**config.mk**
```make
export PLATFORM = sky130hd
export DESIGN_NAME = escaped_line_lister
export DESIGN_NICKNAME = d
export VERILOG_FILES = /design/src/ell_pkg.sv /design/src/ell_encode.sv /design/src/ell_emit.sv /design/src/escaped_line_lister.sv
export SDC_FILE = /design/constraint.sdc
export NUM_CORES = 1
export LEC_CHECK = 0
export BUFFER_PORTS_ARGS = -buffer_cell sky130_fd_sc_hd__buf_4
export CAP_MARGIN = 10
export CORE_ASPECT_RATIO = 0.5
export CORE_MARGIN = 8
export CORE_UTILIZATION = 33
export CTS_BUF_LIST = sky130_fd_sc_hd__clkbuf_16
export DETAILED_ROUTE_END_ITERATION = 10
export HOLD_SLACK_MARGIN = 0.15
export SYNTH_ARGS = -nofsm -noshare
export SYNTH_HDL_FRONTEND = slang
export SYNTH_SLANG_ARGS = --single-unit
```
**constraint.sdc**
```tcl
create_clock -name clk -period 5.6 [get_ports clk]
set_clock_uncertainty 0.15 [all_clocks]
set_input_delay 0 -clock clk [delete_from_list [all_inputs] [get_ports clk]]
set_output_delay 0 -clock clk [all_outputs]
set_load 0.05 [all_outputs]
```
**src/ell_pkg.sv**
```systemverilog
package ell_pkg;

  localparam int unsigned MaxOut = 6;
  localparam int unsigned MaxPiece = 4;

  typedef logic [7:0]  byte_t;
  typedef logic [15:0] col_t;
  typedef logic [2:0]  cnt_t;

  localparam col_t  WRAP_RESET = 16'd79;

  localparam byte_t CH_BSL    = 8'h5C;
  localparam byte_t CH_DOLLAR = 8'h24;
  localparam byte_t CH_LF     = 8'h0A;
  localparam byte_t CH_ZERO   = 8'h30;
  localparam byte_t CH_BEL    = 8'h07;
  localparam byte_t CH_BS     = 8'h08;
  localparam byte_t CH_TAB    = 8'h09;
  localparam byte_t CH_VT     = 8'h0B;
  localparam byte_t CH_FF     = 8'h0C;
  localparam byte_t CH_CR     = 8'h0D;
  localparam byte_t CH_SPACE  = 8'h20;
  localparam byte_t CH_TILDE  = 8'h7E;
  localparam byte_t CH_A      = 8'h61;
  localparam byte_t CH_B      = 8'h62;
  localparam byte_t CH_F      = 8'h66;
  localparam byte_t CH_R      = 8'h72;
  localparam byte_t CH_T      = 8'h74;
  localparam byte_t CH_V      = 8'h76;

  localparam logic KIND_CHAR = 1'b0;
  localparam logic KIND_EOL  = 1'b1;

  typedef struct packed {
    logic [MaxOut-1:0][7:0] bytes;
    cnt_t                   cnt;
  } burst_t;

endpackage

```
**src/ell_encode.sv**
```systemverilog
module ell_encode (
  input  logic           kind,
  input  ell_pkg::byte_t char_in,
  input  ell_pkg::col_t  column,
  input  ell_pkg::col_t  wrap_width,
  output ell_pkg::burst_t burst,
  output ell_pkg::col_t  column_nxt
);

  logic [ell_pkg::MaxPiece-1:0][7:0] piece;
  ell_pkg::cnt_t                     len;
  ell_pkg::col_t                     limit;
  logic [16:0]                       reach;
  logic                              fold;
  ell_pkg::col_t                     base;

  always_comb begin
    piece    = '0;
    piece[0] = ell_pkg::CH_BSL;
    len      = 3'd2;
    priority if (char_in == ell_pkg::CH_BSL) begin
      piece[1] = ell_pkg::CH_BSL;
    end else if (char_in == ell_pkg::CH_DOLLAR) begin
      piece[1] = ell_pkg::CH_DOLLAR;
    end else if (char_in == ell_pkg::CH_BEL) begin
      piece[1] = ell_pkg::CH_A;
    end else if (char_in == ell_pkg::CH_BS) begin
      piece[1] = ell_pkg::CH_B;
    end else if (char_in == ell_pkg::CH_FF) begin
      piece[1] = ell_pkg::CH_F;
    end else if (char_in == ell_pkg::CH_CR) begin
      piece[1] = ell_pkg::CH_R;
    end else if (char_in == ell_pkg::CH_TAB) begin
      piece[1] = ell_pkg::CH_T;
    end else if (char_in == ell_pkg::CH_VT) begin
      piece[1] = ell_pkg::CH_V;
    end else if (char_in < ell_pkg::CH_SPACE || char_in > ell_pkg::CH_TILDE) begin
      piece[1] = ell_pkg::CH_ZERO + {6'd0, char_in[7:6]};
      piece[2] = ell_pkg::CH_ZERO + {5'd0, char_in[5:3]};
      piece[3] = ell_pkg::CH_ZERO + {5'd0, char_in[2:0]};
      len      = 3'd4;
    end else begin
      piece[0] = char_in;
      len      = 3'd1;
    end
  end

  assign limit = (wrap_width == '0) ? 16'd1 : wrap_width;
  assign reach = {1'b0, column} + {14'd0, len};
  assign fold  = (kind == ell_pkg::KIND_CHAR) && (reach > {1'b0, limit});
  assign base  = fold ? '0 : column;

  always_comb begin
    burst = '0;
    if (kind == ell_pkg::KIND_EOL) begin
      burst.bytes[0] = ell_pkg::CH_DOLLAR;
      burst.cnt      = 3'd1;
      column_nxt     = '0;
    end else begin
      if (fold) begin
        burst.bytes[0] = ell_pkg::CH_BSL;
        burst.bytes[1] = ell_pkg::CH_LF;
        for (int i = 0; i < ell_pkg::MaxPiece; i++) begin
          burst.bytes[i+2] = piece[i];
        end
        burst.cnt = len + 3'd2;
      end else begin
        for (int i = 0; i < ell_pkg::MaxPiece; i++) begin
          burst.bytes[i] = piece[i];
        end
        burst.cnt = len;
      end
      column_nxt = base + {13'd0, len};
    end
  end

endmodule

```
**src/ell_emit.sv**
```systemverilog
module ell_emit (
  input  logic             clk,
  input  logic             rst_n,
  input  logic             load,
  input  ell_pkg::burst_t  burst,
  output logic             free,
  output logic             out_valid,
  input  logic             out_stall,
  output ell_pkg::byte_t   out_char_out,
  output logic             out_last
);

  logic [ell_pkg::MaxOut-1:0][7:0] buf_r, buf_nxt;
  ell_pkg::cnt_t                   cnt_r, cnt_nxt;
  ell_pkg::cnt_t                   idx_r, idx_nxt;
  logic                            busy_r, busy_nxt;
  logic                            take;

  assign out_valid    = busy_r;
  assign out_char_out = buf_r[idx_r];
  assign out_last     = (idx_r == cnt_r - 3'd1);
  assign take         = busy_r && !out_stall;
  assign free         = !busy_r || (take && out_last);

  always_comb begin
    buf_nxt  = buf_r;
    cnt_nxt  = cnt_r;
    idx_nxt  = idx_r;
    busy_nxt = busy_r;
    if (load) begin
      buf_nxt  = burst.bytes;
      cnt_nxt  = burst.cnt;
      idx_nxt  = '0;
      busy_nxt = 1'b1;
    end else if (take) begin
      if (out_last) begin
        busy_nxt = 1'b0;
      end else begin
        idx_nxt = idx_r + 3'd1;
      end
    end
  end

  always_ff @(posedge clk) begin
    buf_r <= buf_nxt;
    cnt_r <= cnt_nxt;
    if (!rst_n) begin
      busy_r <= 1'b0;
      idx_r  <= '0;
    end else begin
      busy_r <= busy_nxt;
      idx_r  <= idx_nxt;
    end
  end

  a_idx_in_range: assert property (@(posedge clk) disable iff (!rst_n)
    busy_r |-> (idx_r < cnt_r)) else $error("byte index past burst length");

  a_cnt_range: assert property (@(posedge clk) disable iff (!rst_n)
    busy_r |-> (cnt_r != 3'd0 && cnt_r <= 3'd6)) else $error("burst length out of range");

  a_load_only_free: assert property (@(posedge clk) disable iff (!rst_n)
    load |-> free) else $error("burst loaded over pending bytes");

endmodule

```
**src/escaped_line_lister.sv**
```systemverilog
// Unambiguous line listing with folding. Each transfer on the input carries one
// byte of a line or an end-of-line mark; the output gives the listing one byte
// per transfer, with last set on the final byte of each input item. An input
// item yields 1 to 6 output bytes: 1 for a plain printable
// byte or an end-of-line, 2 for a letter escape, 4 for an octal escape, plus 2
// when a fold is inserted. The output port sets the rate, one byte per cycle
// while out_stall is low; the input register takes the next item while the
// current one drains, so the output runs without gaps. The first byte is
// offered once the input register hands the item to the free emit buffer.
// cfg_wdata is the wrap width (greatest column before a fold); 0 acts as 1.
// Change it only while idle; the running column is kept across a change.
module escaped_line_lister (
  input  logic                clk,
  input  logic                rst_n,
  input  logic                cfg_we,
  input  logic [15:0]         cfg_wdata,
  input  logic                in_valid,
  output logic                in_stall,
  input  logic                in_kind,
  input  logic [7:0]          in_char_in,
  output logic                out_valid,
  input  logic                out_stall,
  output logic [7:0]          out_char_out,
  output logic                out_last
);

  ell_pkg::col_t   wrap_r;
  ell_pkg::col_t   column_r, column_nxt;
  logic            s1_valid_r, s1_valid_nxt;
  logic            s1_kind_r;
  ell_pkg::byte_t  s1_char_r;
  logic            accept;
  logic            load;
  logic            free;
  ell_pkg::burst_t burst;

  assign load     = s1_valid_r && free;
  assign in_stall = s1_valid_r && !free;
  assign accept   = in_valid && !in_stall;

  always_comb begin
    s1_valid_nxt = s1_valid_r;
    if (accept) begin
      s1_valid_nxt = 1'b1;
    end else if (load) begin
      s1_valid_nxt = 1'b0;
    end
  end

  always_ff @(posedge clk) begin
    if (accept) begin
      s1_kind_r <= in_kind;
      s1_char_r <= in_char_in;
    end
    if (!rst_n) begin
      s1_valid_r <= 1'b0;
      column_r   <= '0;
      wrap_r     <= ell_pkg::WRAP_RESET;
    end else begin
      s1_valid_r <= s1_valid_nxt;
      if (load) begin
        column_r <= column_nxt;
      end
      if (cfg_we) begin
        wrap_r <= cfg_wdata;
      end
    end
  end

  ell_encode u_encode (
    .kind       (s1_kind_r),
    .char_in    (s1_char_r),
    .column     (column_r),
    .wrap_width (wrap_r),
    .burst      (burst),
    .column_nxt (column_nxt)
  );

  ell_emit u_emit (
    .clk          (clk),
    .rst_n        (rst_n),
    .load         (load),
    .burst        (burst),
    .free         (free),
    .out_valid    (out_valid),
    .out_stall    (out_stall),
    .out_char_out (out_char_out),
    .out_last     (out_last)
  );

  a_eol_clears: assert property (@(posedge clk) disable iff (!rst_n)
    (load && s1_kind_r == ell_pkg::KIND_EOL) |=> (column_r == '0))
    else $error("end of line left column set");

endmodule

```
==> flow_metrics.tcl <==
set metrics [dict create \
    drv_cap 0 \
    fmax_mhz 174 \
    cts_buffers 9 \
    netSwitchingPower_w 0.000404 \
    io_pins 41 \
    hpwl_um 8730 \
    slowest_stage "or4_4" \
    rsz0062_at_grt "yes" \
    drtIter0Drc 189 \
    hold_class "in2reg" \
    grt-ovfl-total 0 \
    comb_power_share 0.152 \
    synth_top_family_by_area "simple AND/OR/NAND/NOR gates" \
    setup.worst_path.start_class "flip-flop" \
    internal_power_w 0.00122 \
    arrival_ps 5860 \
    violations "negative setup slack" \
    max_stage_delay_ps 500 \
    die_w_um 189 \
    power_density_nw_per_um2 230 \
    final_max_slew_viol_count 0 \
    wirelength_um 13000 \
    peakVddDrop_v 0.000125 \
    synth_warnings 0 \
    path_class "reg2reg" \
    status "finished, violations left" \
    async_flop_share 0 \
    swShare 0.249 \
    nets 699 \
    drc 0 \
    worstMarginPinSlew_ps 881 \
    setup_tns_ps -398 \
    cts_sinks 86 \
    die_h_um 103 \
    fin_util 0.485 \
    cts_tree "built" \
    synthSimpleGateAreaFrac 0.188 \
    syn_to_final_growth_pct 42.5 \
    drive_above_1_share 0.272 \
    globalplace.congestion 0.862 \
    synthMuxAreaShare 0.0661 \
    via_count 4202 \
    grt_antenna_before_repair 0 \
    cp-end-kind "flip-flop" \
    clkTransAtPathRegs_ps 70 \
    layout_setup_ws_ps -136 \
    core_um2 14600 \
    yosys.area_share.xor_xnor 0.0452 \
    dieArea_um2 19400 \
    setup_viol 6 \
    wl_per_cell_um 15.3 \
    rows 31 \
    clock_path_buffers 2 \
    first_pass_iters 4 \
    crit_required_ps 5720 \
    synth_compound_area_frac 0.129 \
    critical_path.max_fanout 5 \
    ys_types 61 \
    io_buffers 40 \
    clkPwrFrac 0.409 \
    synth_seq_area_share 0.446 \
    ctsRootBufferMaster "clkbuf_16" \
    via_per_inst 4.97 \
    whs_ps 229 \
    period_minus_slack_ps 5740 \
    synthCells 497 \
    post-place-ws_ps -187 \
    syn_area_per_cell_um2 9.98 \
    final-hold-violation-count 0 \
    initial_utilization 0.340 \
    h-tree-depth 3 \
    ys_seq_elements 86 \
    relSlewSlack 0.412 \
    grt_usage 0.137 \
    grt_max_degree 36 \
    p_leak_nw 2.91 \
    grt_pass1_vias 4293 \
    grt_pass1_wl_um 21300 \
    synth_flop_cell "edfxtp_1" \
    clock_latency_ps 340 \
    yosys.area_share.adder 0.0686 \
    seqPwrFrac 0.438 \
    period_share 1.02 \
    synth.cell_area_um2 4960 \
    nFillCells 1352 \
    crit_top_cell "buf_4" \
    synth_edf_count 49 \
    drtAntennaViolNets 0 \
    n_antenna_cell 0 \
]
## final cells by class
| cell class | instances | area [um2] | share of cell area |
|---|---|---|---|
| Clock buffer | 9 | 225 | 0.0319 |
| Inverter | 38 | 150 | 0.0212 |
| Tap cell | 198 | 248 | 0.0351 |
| Clock inverter | 7 | 105 | 0.0149 |
| Sequential cell | 86 | 2210 | 0.313 |
| Timing Repair Buffer | 164 | 1420 | 0.200 |
| Multi-Input combinational cell | 344 | 2710 | 0.384 |
## power by group through the flow
stage | combinational, W | sequential [W] | clock (W)
final | 0.000248 | 0.000712 | 0.000666
after global routing | 0.000269 | 0.000715 | 0.000716
after CTS | 0.000238 | 0.000713 | 0.000679
after detailed placement | 0.000197 | 0.000727 | 0
after global placement | 0.000193 | 0.000726 | 0
after floorplan | 0.000127 | 0.000721 | 0
## kinds of logic after synthesis
family | Yosys count
AOI/OAI and AO/OA | 97
buffers and inverters | 68
other | 1
and+or+nand+nor | 171
DFF | 86
xor gates and xnor gates | 24
adders and majority gates | 26
muxes | 24
## synthesized netlist by cell type (11+ instances only)
cell | n | area (um2)
edfxtp_1 | 49 | 1470
xnor2_1 | 15 | 131
mux2i_1 | 17 | 170
nand2_1 | 34 | 128
ha_1 | 24 | 300
nand3_1 | 15 | 75.1
inv_1 | 38 | 143
a31oi_1 | 11 | 68.8
nor2b_1 | 22 | 138
clkbuf_1 | 19 | 71.3
nor2_1 | 30 | 113
a21oi_1 | 24 | 120
dfxtp_1 | 37 | 741
nor3_1 | 16 | 80.1
o21ai_0 | 16 | 80.1
## metrics by stage
stage          total power, W  instance area [um2]  instances
6_report              0.00163                 7070        846
5_1_grt               0.00170                 7070        846
4_1_cts               0.00163                 6880        837
3_5_place_dp         0.000924                 5860        755
3_3_place_gp         0.000919                 5860        755
2_1_floorplan        0.000847                 5090        498
## metal layers
| metal | wire [um] | vias up | track usage | part of all wire |
|---|---|---|---|---|
| met5 | 0 | - | 0 | 0 |
| met4 | 212 | 0 | 0.0478 | 0.016 |
| met3 | 363 | 17 | 0.0317 | 0.028 |
| met2 | 6400 | 79 | 0.241 | 0.49 |
| met1 | 5980 | 2025 | 0.164 | 0.46 |
| li1 | - | 2081 | - | - |
## worst paths after layout
check | start | to | slack, ps | depth (start not counted)
setup reg to reg | s1_char_r[0]$_DFFE_PP_ | column_r[14]$_SDFFE_PN0P_ | -140 | 28
hold reg to reg | column_r[2]$_SDFFE_PN0P_ | column_r[2]$_SDFFE_PN0P_ | 380 | 2
hold / removal | in_char_in[7] | s1_char_r[7]$_DFFE_PP_ | 230 | 2
setup / recovery | s1_char_r[0]$_DFFE_PP_ | column_r[14]$_SDFFE_PN0P_ | -140 | 28
## registers in the layout (all words and copies together) (netlist names)
signal,count
wrap_r,16
s1_kind_r,1
u_emit.cnt_r,3
u_emit.idx_r,3
column_r,16
s1_valid_r,1
u_emit.out_valid,1
u_emit.buf_r,37
s1_char_r,8
## what timing repair did
item,in CTS,in global routing
hold buffers,61,0
gates resized for setup,13,19
endpoints found under the hold margin,44,0
endpoints found under the setup margin,8,12
buffers inserted,5,9
pin swaps,12,33
## placed cells by master, fill, tap and decap left out, types with 5 or more instances in the layout
cell / instances
buf_4: 101
dlygate4sd3_1: 61
edfxtp_1: 49
dfxtp_1: 37
inv_1: 32
nand2_1: 32
nor2_1: 25
nor2b_1: 22
a21oi_1: 22
ha_1: 20
mux2i_1: 17
nor3_1: 14
xnor2_1: 13
nand3_1: 13
a31oi_1: 11
o21ai_0: 10
clkbuf_16: 9
xor2_1: 8
and2_1: 8
mux4_2: 7
a21o_1: 7
nand2b_1: 7
and3_1: 7
o21ai_1: 6
nor4_1: 6
o21a_1: 6
a22o_1: 5
## worst max-delay path, delay by kind of cell (launching register included)
kind | cells | cell delay [ps]
simple gates | 13 | 2500
buf+inv | 5 | 520
fa+ha+maj | 4 | 1130
xor+xnor | 1 | 140
compound gates | 5 | 790
flops | 1 | 440
Power figures use the tool's default switching activity.
